File: src/hw/rtl/cmf_pkg.sv
// Shared types and constants for the cross median filter.
// Used by cmf_front, cmf_fifo, cmf_back and the core; depends on nothing.
package cmf_pkg;

  localparam int MaxWidthDefault  = 2048;
  localparam int PixelBitsDefault = 8;
  localparam int ImageWidthBits   = 12;
  localparam int ImageHeightBits  = 16;
  localparam int FifoDepth        = 4;

  localparam logic [ImageWidthBits-1:0]  ImageWidthReset  = 12'd640;
  localparam logic [ImageHeightBits-1:0] ImageHeightReset = 16'd400;

  typedef enum logic {
    RegImageWidth  = 1'b0,
    RegImageHeight = 1'b1
  } reg_idx_e;

  typedef struct packed {
    logic [ImageWidthBits-1:0]  image_width;
    logic [ImageHeightBits-1:0] image_height;
  } cfg_t;

endpackage

File: src/hw/rtl/cmf_back.sv
// Back end: five-input median network and the output register.
// Depends on cmf_pkg for the default pixel width.
module cmf_back #(
  parameter int PIXEL_BITS = cmf_pkg::PixelBitsDefault
) (
  input  logic                  clk_i,
  input  logic                  rst_ni,
  input  logic                  job_valid_i,
  input  logic [5*PIXEL_BITS:0] job_data_i,
  output logic                  pop_o,
  output logic                  out_valid_o,
  input  logic                  out_ready_i,
  output logic [PIXEL_BITS-1:0] out_median_o,
  output logic                  out_last_o
);

  import cmf_pkg::*;

  localparam int PB = PIXEL_BITS;

  typedef logic [PB-1:0] pix_t;

  logic out_valid_q;
  pix_t median_q;
  logic last_q;
  pix_t med;

  function automatic pix_t median5(input pix_t a, input pix_t b, input pix_t c,
                                   input pix_t d, input pix_t e);
    pix_t v0, v1, v2, v3, v4, t;
    v0 = a; v1 = b; v2 = c; v3 = d; v4 = e;
    if (v0 > v3) begin t = v0; v0 = v3; v3 = t; end
    if (v1 > v4) begin t = v1; v1 = v4; v4 = t; end
    if (v0 > v2) begin t = v0; v0 = v2; v2 = t; end
    if (v1 > v3) begin t = v1; v1 = v3; v3 = t; end
    if (v0 > v1) begin t = v0; v0 = v1; v1 = t; end
    if (v2 > v4) begin t = v2; v2 = v4; v4 = t; end
    if (v1 > v2) begin t = v1; v1 = v2; v2 = t; end
    if (v3 > v4) begin t = v3; v3 = v4; v4 = t; end
    if (v2 > v3) begin t = v2; v2 = v3; v3 = t; end
    return v2;
  endfunction

  assign med = median5(job_data_i[PB-1:0], job_data_i[2*PB-1:PB],
                       job_data_i[3*PB-1:2*PB], job_data_i[4*PB-1:3*PB],
                       job_data_i[5*PB-1:4*PB]);

  assign pop_o        = job_valid_i && (!out_valid_q || out_ready_i);
  assign out_valid_o  = out_valid_q;
  assign out_median_o = median_q;
  assign out_last_o   = last_q;

  always_ff @(posedge clk_i or negedge rst_ni) begin
    if (!rst_ni) begin
      out_valid_q <= 1'b0;
    end else if (pop_o) begin
      out_valid_q <= 1'b1;
    end else if (out_ready_i) begin
      out_valid_q <= 1'b0;
    end
  end

  always_ff @(posedge clk_i) begin
    if (pop_o) begin
      median_q <= med;
      last_q   <= job_data_i[5*PB];
    end
  end

endmodule

File: config.mk
export PLATFORM = sky130hd
export DESIGN_NAME = cmf_back
export DESIGN_NICKNAME = d
export VERILOG_FILES = /design/src/hw/rtl/cmf_pkg.sv /design/src/hw/rtl/cmf_back.sv
export SDC_FILE = /design/constraint.sdc
export NUM_CORES = 1
export LEC_CHECK = 0
export ABC_CLOCK_PERIOD_IN_PS = 1380
export BUFFER_PORTS_ARGS = -buffer_cell sky130_fd_sc_hd__buf_2
export CAP_MARGIN = 10
export CORE_ASPECT_RATIO = 2
export CORE_UTILIZATION = 45
export CTS_CLUSTER_SIZE = 16
export DETAILED_ROUTE_END_ITERATION = 16
export PLACE_DENSITY = 0.67
export SYNTH_ARGS = -nofsm -noshare
export SYNTH_HDL_FRONTEND = slang
export SYNTH_SLANG_ARGS = --single-unit
File: constraint.sdc
create_clock -name clk_i -period 1.38 [get_ports clk_i]
set_input_delay 0.276 -clock clk_i [delete_from_list [all_inputs] [get_ports clk_i]]
set_output_delay 0.276 -clock clk_i [all_outputs]
set_load 0.01 [all_outputs]
==> impl_results.md, run 1 <==
* Outcome: stopped before the end
* Last stage reached: 5_1_grt
* First Err: [ERROR GRT-0116] Global routing finished with congestion. Check the congestion regions in the DRC Viewer.
* Cells after Synth at 500
* Number of register bits inferred by synthesis at 10
* Post-synthesis async set-or-reset flop share at 10.0%
* Number of global-route vias before repair at 6,911
* Syn. warnings at 0
* Initial Utilization at 46.7%
* Number of buffers on the longest clock path at 2
* Wire length of the first global-routing pass at 37.4 mm
* Prevailing post-synth register cell: edfxtp_1
* Library cell used as clock root buffer: clkbuf_16
* CTS sink count at 10
* Final weighted congestion in routability-driven placement at 0.969
* Portion of the post-synthesis area used by sequential elements at 7.91%
* Cell Area, Synth at 3730 um^2
* Std-Cell Rows at 46
* Number of enable-type register cells in the synthesized netlist at 9
* Total Routing Usage GR at 57.7%
* Maximum number of pins on one net before global-route repair at 13
* Number of CTS-inserted buffers at 3
* Residual overflow from global routing at 34
* Post-Syn Nets at 612
* Post-synthesis cell type count at 61
* Average cell area after synthesis at 7.47 um^2
* Die X-Extent at 66.4 um
* HPWL reported at the end of detailed placement at 12.0 mm
* # IOs at 56
* Number of input and output port buffers inserted at 55
* Y dimension of the die at 131 um
* Pre-CTS WS at -7.32 ns
* Maximum level of the CTS H-tree at 1
stage by stage:
| stage | cells | instance area (um^2) | utilization, % | setup TNS (ns) |
|---|---|---|---|---|
| floorplan | 500 | 3910 | - | -52.09 |
| global placement | 863 | 5890 | 73.7 | -55.90 |
| detailed placement | 863 | 5890 | 73.7 | -58.32 |
| CTS | 933 | 7050 | 88.1 | -52.06 |
repair_timing:
action	in CTS
hold endpoints to repair	1
pin swaps	64
setup endpoints to repair	8
buffers inserted	63
cloned	3
gates resized for setup	109
hold buffers	1
synth_stat cells, types with 7 or more instances:
library cell / number / share of area (%)
ha_1: 67 / 22
edfxtp_1: 9 / 7.2
and2_1: 11 / 1.8
mux2_2: 11 / 3.3
clkbuf_1: 8 / 0.80
inv_1: 70 / 7.0
a21oi_1: 40 / 5.4
a21o_1: 7 / 1.4
nor3_1: 9 / 1.2
o21a_1: 7 / 1.4
nand2_1: 40 / 4.0
o21ai_0: 31 / 4.2
nand3_1: 15 / 2.0
o211a_1: 7 / 1.9
nor2b_1: 9 / 1.5
nor2_1: 32 / 3.2
mux2i_1: 44 / 12
cells by family after synthesis:
| kind of cell | Yosys count | share of synthesized area, % |
|---|---|---|
| fa+ha+maj | 69 | 23.0 |
| simple gates | 142 | 18.7 |
| mux | 56 | 15.5 |
| compound gates | 141 | 26.4 |
| buf+inv | 81 | 8.24 |
| flops | 10 | 7.91 |
| xor+xnor | 1 | 0.235 |
metal layers:
layer / GRT usage, % / overflow
met4: 65.5 / 11
met1: 50.7 / 0
met2: 88.1 / 23
met5: 3.13 / 0
met3: 27.7 / 0
==> inputs of run 2 (changes only) <==
Settings changed: CORE_ASPECT_RATIO 2 to default, CORE_UTILIZATION 45 to 30, CTS_CLUSTER_SIZE 16 to default, PLACE_DENSITY 0.67 to default, PLACE_DENSITY_LB_ADDON from default to 0.15.
==> run 2 against run 1 <==
  * The flow now finishes, with violations (setup timing)
  * Synthesized cell count is the same
  * Area after synthesis stayed put
==> impl_results.md, run 2 <==
* Outcome: complete, but fails checks (was stopped before the end)
* Failing checks: setup timing
* Area used by sequential logic in the layout at 295 um^2
* Worst slew slack as a fraction of its limit at 62.3%
* Sw Share at 45.4%
* Final std cell area, no fill at 7050 um^2
* Number of input and output port buffers inserted at 55 (unchanged)
* Worst Path Buf+Inv at 7
* Overall power at 17.1 mW
* Post-Route Skew at 0.00355 ns
* Library cell used as clock root buffer: clkbuf_16 (unchanged)
* Filler Cell Count at 1,066
* Post-synthesis async set-or-reset flop share at 10.0% (unchanged)
* DRC violation total after the first TritonRoute iteration at 138
* Number of CTS-inserted buffers at 3 (unchanged)
* Post-Syn Nets at 612 (unchanged)
* Clock period minus final worst setup slack at 8.38 ns
* Placeable Area at 12,100 um^2
* Most frequent cells in the layout: buf_4, inv_1, ha_1
* Multi-input gate area in the final layout at 3860 um^2
* Depth of the critical timing path with buffers and inverters included at 44
* Crit-path leading delay family: compound AO/OA/AOI/OAI gates
* Portion of synthesized cell area occupied by the leading cell type at 22.5% (unchanged)
* Fraction of final layout cells with drive strength greater than 1 at 55.7%
* Number of max-cap violations at 0
* Most common library cell in the layout ignoring fill and taps: buf_4
* Wire length of the first global-routing pass at 22.0 mm
* Type of origin of the critical path: input pin
* Die area at 12,900 um^2
* Worst endpoint required time at 1.35 ns
* Critical R2R Launch: out_valid_o
* Final hold viol count at 0
* Antenna violations before repair at 0
* Unrepaired setup endpoints after global routing: true
* Residual overflow from global routing at 0
* Post-synthesis cell type count at 61 (unchanged)
* Crit Path Category: input pin to flop
* Number of register bits inferred by synthesis at 10 (unchanged)
* Leading cell type by number of instances after synthesis: inv_1 (unchanged)
* Number of iterations in the first detailed-routing pass at 5
* Leakage power figure at 3.55 nW
* Final WL at 14.2 mm
* Pre-CTS WS at -7.72 ns (was -7.32 ns)
* Post-route clock period utilization at 607%
* Power share of the sequential group at 4.2%
* Worst setup path start: job_data_i[0]
* Number of flip-flops under the largest register name at 8
* Placed Instances at 927 (was 863)
* Cells after Synth at 500 (unchanged)
* Portion of the post-synthesis area used by sequential elements at 7.91% (unchanged)
* Cell-internal power at 9.35 mW
* Most frequent cells after synthesis: inv_1, ha_1, mux2i_1 (unchanged)
* Cell area after placement at 5920 um^2 (was 5890 um^2)
* Achievable clock frequency at 0.119 GHz
* Syn. warnings at 0 (unchanged)
* Measured slew at the worst slew-check pin at 0.565 ns
* Pwr Density at 2430 nW/um^2
* Slew Limit Fails at 0
* Number of buffers on the longest clock path at 2 (unchanged)
* Peak per-stage delay on the critical path at 0.46 ns
* Final weighted congestion in routability-driven placement at 0.863 (was 0.969)
* Path category of the worst min-delay check: input pin to flop
* Post-route DRC at 0
* Number of enable-type register cells in the synthesized netlist at 9 (unchanged)
* CTS sink count at 10 (unchanged)
* Clock transition at path regs at 0.04 ns
* Reg2reg end: out_median_o[6]
* Number of global-route vias before repair at 4,781
* CP endpoint kind: flop
* Slowest CP cell: o221ai_4
* HPWL reported at the end of detailed placement at 11.6 mm (was 12.0 mm)
* Total Routing Usage GR at 21.4%
* Leading post-synthesis cells by cell area: ha_1, mux2i_1, edfxtp_1, inv_1, a21oi_1 (unchanged)
* Worst IR drop on VDD at 1790 uV
* Area delta synth->final at 88.9%
* # IOs at 56 (unchanged)
* Y dimension of the die at 114 um (was 131 um)
* Maximum fanout along the worst path at 8
* Average cell area after synthesis at 7.47 um^2 (unchanged)
* Setup slack of the critical path after layout at -7.00 ns
* Termination of the worst setup path: out_median_o[6]
* Worst endpoint data arrival time at 8.35 ns
* Std-Cell Rows at 40 (was 46)
* Die X-Extent at 114 um (was 66.4 um)
* Part of the total power dissipated in the clock network at 3.3%
* Post-route ant nets at 0
* Prevailing post-synth register cell: edfxtp_1 (unchanged)
* Number of nets in the layout at 917
* Length in cells of the worst reg-to-reg path at 3
* Maximum level of the CTS H-tree at 1 (unchanged)
* Flop-to-flop setup slack at 0.29 ns
* CTS tree: yes
* WL/cell at 14.6 um
* Vias/cell at 4.94
* Initial Utilization at 31.0% (was 46.7%)
* Clock network latency to the later pin of the worst-skew pair at 0.24 ns
* Fraction of power consumed by combinational cells at 92.4%
* Cell Area, Synth at 3730 um^2 (unchanged)
* Setup-failing EPs final at 8
* Dominant cell type by area after synthesis: ha_1 (unchanged)
* Final core utilization at 58.5%
* Via Count at 4,799
* Switch Pwr at 7.78 mW
* Filler-free cell count of the finished design at 972
* Maximum number of pins on one net before global-route repair at 15
* Final antenna diode count at 0
run 2: worst min path at each step:
stage / cells after the start / from / slack (ns) / to
CTS: 1 / job_data_i[40] / 0.21 / out_last_o
detailed placement: 1 / rst_ni / 0.05 / out_valid_o
finish: 1 / job_data_i[40] / 0.21 / out_last_o
floorplan: 0 / rst_ni / -0.02 / out_valid_o
global placement: 1 / rst_ni / 0.05 / out_valid_o
global route: 1 / job_data_i[40] / 0.21 / out_last_o
run 2: routing by layer:
layer	share of wire [%]	vias up	global-route usage (%)
met1	46	2253	27.1
met5	0	-	0
li1	-	2436	-
met4	1.5	0	3.25
met2	49	92	40.0
met3	3.6	18	1.43
run 2: cell families after synthesis:
| kind of cell | after synthesis | synth area share [%] |
|---|---|---|
| DFF | 10 | 7.91 |
| AOI/OAI and AO/OA | 141 | 26.4 |
| buffers and inverters | 81 | 8.24 |
| muxes | 56 | 15.5 |
| adders and majority gates | 69 | 23.0 |
| and+or+nand+nor | 142 | 18.7 |
| xor gates and xnor gates | 1 | 0.235 |
run 2: stage by stage:
| stage | hold WS (ns) | TNS, ns |
|---|---|---|
| final | 0.214 | -55.62 |
| after global routing | 0.214 | -58.60 |
| after CTS | 0.213 | -54.51 |
| after detailed placement | 0.0533 | -61.42 |
| after global placement | 0.0516 | -60.07 |
| after floorplan | -0.0196 | -52.09 |
run 2: layout make-up:
class	instances	share of cell area, %
Clock buffer	4	1.26
Inverter	70	3.94
Multi-Input combinational cell	410	54.8
Sequential cell	10	4.19
Tap cell	168	2.98
Timing Repair Buffer	310	32.9
run 2: what timing repair did:
| action | 4_1_cts | 5_1_grt |
|---|---|---|
| resized for setup | 67 | 76 |
| setup buffers | 19 | 21 |
| gates cloned | 1 | 0 |
| setup endpoints to repair | 8 | 8 |
| hold buffers | 1 | 0 |
| endpoints found under the hold margin | 1 | 0 |
| pin swaps | 24 | 45 |
run 2: power groups by stage:
| stage | clock network (mW) | logic (mW) | registers [mW] |
|---|---|---|---|
| 2_1_floorplan | 0 | 7.35 | 0.812 |
| 3_3_place_gp | 0 | 12.2 | 0.726 |
| 3_5_place_dp | 0 | 12.5 | 0.731 |
| 4_1_cts | 0.579 | 14.1 | 0.730 |
| 5_1_grt | 0.599 | 17.1 | 0.736 |
| 6_report | 0.572 | 15.8 | 0.727 |
run 2: worst register-to-register path: stages (launching register included):
cell and delay, ns:
dfrtp_1 0.37, nand2b_1 0.09, and2_1 0.14, buf_4 0.18
No activity file was read; power rests on OpenSTA's default activity.
