**src/hw/rtl/cmf_pkg.sv**
```systemverilog
// Shared types and constants for the cross median filter.
// Used by cmf_front, cmf_fifo, cmf_back and the core; depends on nothing.
package cmf_pkg;

  localparam int MaxWidthDefault  = 2048;
  localparam int PixelBitsDefault = 8;
  localparam int ImageWidthBits   = 12;
  localparam int ImageHeightBits  = 16;
  localparam int FifoDepth        = 4;

  localparam logic [ImageWidthBits-1:0]  ImageWidthReset  = 12'd640;
  localparam logic [ImageHeightBits-1:0] ImageHeightReset = 16'd400;

  typedef enum logic {
    RegImageWidth  = 1'b0,
    RegImageHeight = 1'b1
  } reg_idx_e;

  typedef struct packed {
    logic [ImageWidthBits-1:0]  image_width;
    logic [ImageHeightBits-1:0] image_height;
  } cfg_t;

endpackage

```
**src/hw/rtl/cmf_fifo.sv**
```systemverilog
// Short job queue between front and back end.
// Depends on cmf_pkg for the default depth.
module cmf_fifo #(
  parameter int WIDTH = 41,
  parameter int DEPTH = cmf_pkg::FifoDepth
) (
  input  logic                       clk_i,
  input  logic                       rst_ni,
  input  logic                       push_i,
  input  logic [WIDTH-1:0]           push_data_i,
  input  logic                       pop_i,
  output logic                       valid_o,
  output logic [WIDTH-1:0]           data_o,
  output logic [$clog2(DEPTH+1)-1:0] count_o
);

  import cmf_pkg::*;

  localparam int PW = (DEPTH > 1) ? $clog2(DEPTH) : 1;
  localparam int NW = $clog2(DEPTH + 1);

  logic [WIDTH-1:0] mem_q [DEPTH];
  logic [PW-1:0]    wr_q, wr_d, rd_q, rd_d;
  logic [NW-1:0]    count_q, count_d;
  logic             do_pop;

  assign do_pop  = pop_i && (count_q != '0);
  assign valid_o = count_q != '0;
  assign data_o  = mem_q[rd_q];
  assign count_o = count_q;

  always_comb begin
    wr_d    = wr_q;
    rd_d    = rd_q;
    count_d = count_q;
    if (push_i) begin
      wr_d = (32'(wr_q) == DEPTH - 1) ? '0 : wr_q + PW'(1);
    end
    if (do_pop) begin
      rd_d = (32'(rd_q) == DEPTH - 1) ? '0 : rd_q + PW'(1);
    end
    case ({push_i, do_pop})
      2'b10:   count_d = count_q + NW'(1);
      2'b01:   count_d = count_q - NW'(1);
      default: count_d = count_q;
    endcase
  end

  always_ff @(posedge clk_i or negedge rst_ni) begin
    if (!rst_ni) begin
      wr_q    <= '0;
      rd_q    <= '0;
      count_q <= '0;
    end else begin
      wr_q    <= wr_d;
      rd_q    <= rd_d;
      count_q <= count_d;
    end
  end

  always_ff @(posedge clk_i) begin
    if (push_i) begin
      mem_q[wr_q] <= push_data_i;
    end
  end

endmodule

```
**config.mk**
```make
export PLATFORM = sky130hd
export DESIGN_NAME = cmf_fifo
export DESIGN_NICKNAME = d
export VERILOG_FILES = /design/src/hw/rtl/cmf_pkg.sv /design/src/hw/rtl/cmf_fifo.sv
export SDC_FILE = /design/constraint.sdc
export NUM_CORES = 1
export LEC_CHECK = 0
export ABC_CLOCK_PERIOD_IN_PS = 2350
export BUFFER_PORTS_ARGS = -buffer_cell sky130_fd_sc_hd__clkbuf_2
export CAP_MARGIN = 20
export CORE_MARGIN = 2
export CORE_UTILIZATION = 40
export CTS_CLUSTER_SIZE = 14
export DETAILED_ROUTE_END_ITERATION = 10
export GPL_ROUTABILITY_DRIVEN = 0
export GPL_TIMING_DRIVEN = 0
export PLACE_DENSITY = 0.68
export SYNTH_ARGS = -nofsm -noshare
export SYNTH_HDL_FRONTEND = slang
export SYNTH_SLANG_ARGS = --single-unit
```
**constraint.sdc**
```tcl
create_clock -name clk_i -period 2.35 [get_ports clk_i]
set_input_delay 0.3525 -clock clk_i [delete_from_list [all_inputs] [get_ports clk_i]]
set_output_delay 0.3525 -clock clk_i [all_outputs]
set_load 0.01 [all_outputs]
```
==> impl_metrics.yaml, run 1 <==
setup_path:
  r2r_end: "count_o[1]$_DFFE_PN0P_"
  required_ps: 2000
  worstReg2RegStart: "count_o[0]$_DFFE_PN0P_"
  cp-start-kind: "register"
  arrival_ps: 1860
  r2r_slack_ps: 360
  reg2reg_depth: 7
  worstSetupPathType: "reg -> out"
  cp-end-kind: "primary output"
  critPathMaxFanout: 10
power_and_ir_drop:
  power.total_mw: 9.77
  ir_drop_mv: 0.594
  power_density_nw_per_um2: 1250
  p_leak_nw: 2.76
routing:
  via_per_inst: 4.85
  drtIter0Drc: 149
  vias: 2895
  post_drt_wl_per_cell_um: 18.8
  drt-total-wl_um: 11200
  antenna_left: 0
  first_pass_iters: 4
  drc: 0
synthesis:
  async_reset_ff_share_pct: 4.09
  yosysMostFrequentCell: "edfxtp_1"
  synth.distinct_cells: 20
  synth-edff-count: 164
  syn_area_per_cell_um2: 25.1
  synth_seq_cells: 171
  synthCells: 255
  ys_warn_count: 0
  synth_top_cell_area_share_pct: 77.0
  syn-num-nets: 307
  synth_top_cells_by_count: "164 x edfxtp_1, 38 x mux4_2, 7 x dfrtp_1, 7 x inv_1, 6 x ha_1"
  synth_area_leader_cell: "edfxtp_1"
  seq_area_frac_synth_pct: 79.7
  netlist_top_cells_area: "edfxtp_1 77%, mux4_2 13%, dfrtp_1 2.7%"
  ys.flop_type: "edfxtp_1"
  syn_area_um2: 6400
timing:
  rsz0062_at_grt: "no"
  finalClockSkew_ps: 7.50
  max_clock_freq_mhz: 452
  tightest_slew_ps: 454
  hold_violations: 0
  period_share_pct: 94.2
  fin_hold_ws_ps: 150
  max-slew-margin-rel_pct: 69.7
  drv_slew: 0
  setup_ws_ps: 136
  fin_crit_ps: 2210
  setup_viol: 0
  fin_tns_setup_ps: 0
cells_and_area:
  layout-drive-gt1-share_pct: 45.7
  insertedDiodeCount: 0
  synthToLayoutAreaGrowth_pct: 22.3
  final_nets: 420
worst_hold_path:
  min-delay-start: "push_data_i[6]"
  whs_endpoint: "mem_q[0][6]$_DFFE_PP_"
  worstHoldPathType: "in -> reg"
  min_path_cells: 1
clock_network:
  cts_buffer_depth: 2
  cts_max_level: 4
  clk_pin_slew_worst_paths_ps: 60
  cts_root_buf: "clkbuf_16"
  cts_tree: "built"
  postCtsSetupRepairBufs: 0
  numCtsBuffers: 17
  clock_latency_ps: 420
  cts_sinks: 171
floorplan:
  core_region_area_um2: 15800
  dieArea_um2: 17000
  initial_utilization_pct: 40.6
  num_rows: 46
  die_x_um: 130
  io_pins: 90
  fp.dieH_um: 130
placement:
  post-place-ws_ps: 343
  hpwl_um: 6980
  port_buffers: 89
global_route:
  grt_max_degree: 30
  grt_use_total_pct: 14.4
  grt_overflow: 0
  grt_pass1_wl_um: 17300
  grt_pass1_vias: 3111
  grt_antenna_before_repair: 0
run:
  max_cap_viol_count: 0
run_status:
  status: "completed"
worst max path at each step:
stage | startpoint | endpoint | slack [ps]
floorplan | wr_q[0]$_DFFE_PN0P_ | mem_q[0][0]$_DFFE_PP_ | 340
global route | rd_q[1]$_DFFE_PN0P_ | data_o[39] | 20
detailed placement | count_o[0]$_DFFE_PN0P_ | count_o[1]$_DFFE_PN0P_ | 340
global placement | wr_q[0]$_DFFE_PN0P_ | mem_q[0][2]$_DFFE_PP_ | -520
finish | rd_q[1]$_DFFE_PN0P_ | data_o[39] | 140
CTS | rd_q[1]$_DFFE_PN0P_ | data_o[18] | 20
timing repair:
item	CTS	global route
gates resized for setup	0	4
hold buffers	1	0
setup endpoints to repair	0	29
endpoints found under the hold margin	7	0
power by group:
part	switching (mW)	internal, mW
Sequential	0.136	3.91
Clock	1.09	1.77
Combinational	1.46	1.40
Total	2.68	7.08
registers in the layout (all words and copies together) (netlist names):
register	count
mem_q	164
count_o	3
rd_q	2
wr_q	2
through the flow:
stage,cell area (um2),utilization [%],cells
after global routing,7820,49.6,597
after global placement,7110,45.1,560
after detailed placement,7200,45.6,564
after CTS,7810,49.5,597
final,7820,49.6,597
after floorplan,6400,-,255
layout by cell type (no fill, tap or decap), drive strengths merged:
master	instances
inv	8
mux2	2
o21ai	3
nor2	2
dfrtp	7
xnor2	1
nand2	3
edfxtp	164
clkinvlp	2
and2	4
clkinv	6
or3	2
buf	9
mux4	41
bufinv	4
ha	6
xor2	2
clkbuf	113
fa	1
dlygate4sd3	1
cell families (layout without fill, tap and decap cells):
family | count (synthesis) | after routing | share of synthesized area [%]
AND/OR/NAND/NOR | 11 | 11 | 0.959
XOR/XNOR | 3 | 3 | 0.411
adder cells (fa/ha/maj) | 7 | 7 | 1.49
buffers and inverters | 17 | 143 | 2.21
flip-flops | 171 | 171 | 79.7
AO/OA/AOI/OAI | 3 | 3 | 0.235
multiplexers | 43 | 43 | 15.0
routing by layer:
metal	part of all wire (%)	wire, um	up-vias	GRT usage, %
met5	0	0	-	0
li1	-	-	1297	-
met2	50	5630	74	23.3
met1	43	4870	1507	18.3
met3	4.9	551	17	4.40
met4	1.7	191	0	6.20
worst max-delay path, stage by stage, from the launching register on:
cell,delay (ps)
dfrtp_1,350
clkbuf_1,280
clkbuf_4,320
mux4_1,340
clkbuf_2,160
area by class of cell:
class	count	area [um2]
clock inverters	13	174
inverters	7	26.3
plain buffers	10	125
flip-flops and latches	171	5100
repair buffers	94	536
well taps	216	270
multi-input cells	67	1160
fillers	1326	7950
clock buffers	19	433
Power figures use the tool's default switching activity.
==> inputs of run 2 (changes only) <==
--- a/config.mk
+++ b/config.mk
@@ -8,7 +8,7 @@
 export ABC_CLOCK_PERIOD_IN_PS = 2350
 export BUFFER_PORTS_ARGS = -buffer_cell sky130_fd_sc_hd__clkbuf_2
 export CAP_MARGIN = 20
-export CORE_MARGIN = 2
+export CORE_MARGIN = 8
 export CORE_UTILIZATION = 40
 export CTS_CLUSTER_SIZE = 14
 export DETAILED_ROUTE_END_ITERATION = 10
==> run 2 against run 1 <==
Sequential power barely moved; sequential share of layout area rose by 0.47 points; worst setup slack got worse by 13 ps; register-to-register slack got worse by 40 ps; cell area fell by 0.72%; critical endpoint unchanged.
==> impl_metrics.yaml, run 2 (synthesized netlist as in run 1, its figures left out) <==
timing:
  tightest_slew_ps: 505
  fin_tns_setup_ps: 0
  period_share_pct: 94.8
  rsz0062_at_grt: "yes"
  max_clock_freq_mhz: 449
  setup_viol: 0
  max-slew-margin-rel_pct: 66.3
  fin_crit_ps: 2230
  hold_violations: 0
  finalClockSkew_ps: 7.04
  drv_slew: 0
power_and_ir_drop:
  pwr-share-clk_pct: 27.2
  switching_share_pct: 29.0
  ir_drop_mv: 0.609
  power_density_nw_per_um2: 1230
  seq_power_share_pct: 42.5
  power_frac_comb_pct: 30.3
  internal_power_mw: 6.77
  power.total_mw: 9.52
  p_leak_nw: 2.73
  power_switching_mw: 2.76
floorplan:
  initial_utilization_pct: 40.6
  num_rows: 46
  fp.dieH_um: 142
  io_pins: 90
  dieArea_um2: 20300
  die_x_um: 142
  core_region_area_um2: 15800
global_route:
  grt_pass1_wl_um: 18500
  grt_overflow: 0
  grt_use_total_pct: 12.6
  grt_antenna_before_repair: 0
  grt_pass1_vias: 3332
  grt_max_degree: 28
setup_path:
  required_ps: 2000
  arrival_ps: 1870
  cp-end-kind: "primary output"
  critPathMaxFanout: 10
  r2r_slack_ps: 320
  worstSetupPathType: "reg -> out"
  cp-start-kind: "register"
clock_network:
  cts_max_level: 4
  cts_root_buf: "clkbuf_16"
  numCtsBuffers: 17
  clock_latency_ps: 420
  cts_sinks: 171
  cts_buffer_depth: 2
  postCtsSetupRepairBufs: 0
  clk_pin_slew_worst_paths_ps: 60
  cts_tree: "built"
routing:
  vias: 2900
  via_per_inst: 4.86
  drc: 0
  post_drt_wl_per_cell_um: 19.7
  drt-total-wl_um: 11800
  drtIter0Drc: 128
  antenna_left: 0
  first_pass_iters: 4
run:
  max_cap_viol_count: 0
cells_and_area:
  insertedDiodeCount: 0
  layout_common_cells: "164 x edfxtp_1, 89 x clkbuf_2, 38 x mux4_2"
  layout-drive-gt1-share_pct: 46.5
  largest_register_ffs: 164
  mostFrequentLayoutCell: "edfxtp_1"
  synthToLayoutAreaGrowth_pct: 21.4
  final_nets: 420
  top_register: "mem_q"
placement:
  hpwl_um: 7600
  port_buffers: 89
run_status:
  status: "completed"
worst_hold_path:
  worstHoldPathType: "in -> reg"
==> run 2: cell count changes in the layout (fill, tap and decap cells not counted) <==
cell and delta:
bufinv_16 -3, clkinvlp_4 +3, clkbuf_1 -2, inv_6 +2, clkinv_1 -1, clkinv_2 +1
==> run 2: layer usage <==
layer,vias up,global-route usage (%),part of all wire [%]
li1,1300,-,-
met1,1511,14.9,42
met2,74,20.8,51
met3,15,4.76,6.1
met4,0,4.36,1.1
met5,-,0,0
==> run 2: final cells by class <==
type | count | area (um2)
fill | 1348 | 8000
sequential | 171 | 5100
multi-input combinational | 67 | 1160
timing repair buffer | 94 | 536
clock buffer | 17 | 425
tap | 216 | 270
clock inverter | 15 | 125
buffer | 10 | 125
inverter | 7 | 26.3
==> run 2: power groups by stage <==
| stage | sequential (mW) | combinational [mW] | clock [mW] |
|---|---|---|---|
| 2_1_floorplan | 4.10 | 1.88 | 0 |
| 3_3_place_gp | 4.12 | 2.85 | 0 |
| 3_5_place_dp | 4.12 | 2.97 | 0 |
| 4_1_cts | 4.06 | 2.98 | 2.66 |
| 5_1_grt | 4.09 | 3.15 | 2.79 |
| 6_report | 4.05 | 2.88 | 2.59 |
==> run 2: what timing repair did <==
| action | CTS | global route |
|---|---|---|
| endpoints found under the setup margin | 0 | 33 |
| gates resized for setup | 0 | 4 |
| hold endpoints to repair | 7 | 0 |
| hold buffers | 1 | 0 |
==> run 2: critical path: stages, from the launching register on <==
cell and delay, ps:
dfrtp_1 360, clkbuf_1 260, clkbuf_4 310, mux4_1 360, clkbuf_2 160
==> run 2: metrics by stage <==
stage	hold slack (ps)	area (um2)	std cells	setup slack, ps	utilization [%]
after CTS	127	7760	597	4.87	49.2
after detailed placement	214	7200	564	351	45.6
final	150	7770	597	123	49.3
after global routing	131	7770	597	-25.0	49.3
after global placement	196	7110	560	-542	45.1
after floorplan	56.9	6400	255	338	-
==> run 2: path summary, 6_finish.rpt <==
check,end,startpoint,depth (start not counted)
hold / removal,mem_q[2][19]$_DFFE_PP_,push_data_i[19],1
setup reg to reg,count_o[1]$_DFFE_PN0P_,count_o[0]$_DFFE_PN0P_,7
setup / recovery,data_o[39],rd_q[1]$_DFFE_PN0P_,4
hold reg to reg,count_o[2]$_DFFE_PN0P_,count_o[2]$_DFFE_PN0P_,1
max in group asynchronous,wr_q[1]$_DFFE_PN0P_,rst_ni,2
min in group asynchronous,count_o[2]$_DFFE_PN0P_,rst_ni,2
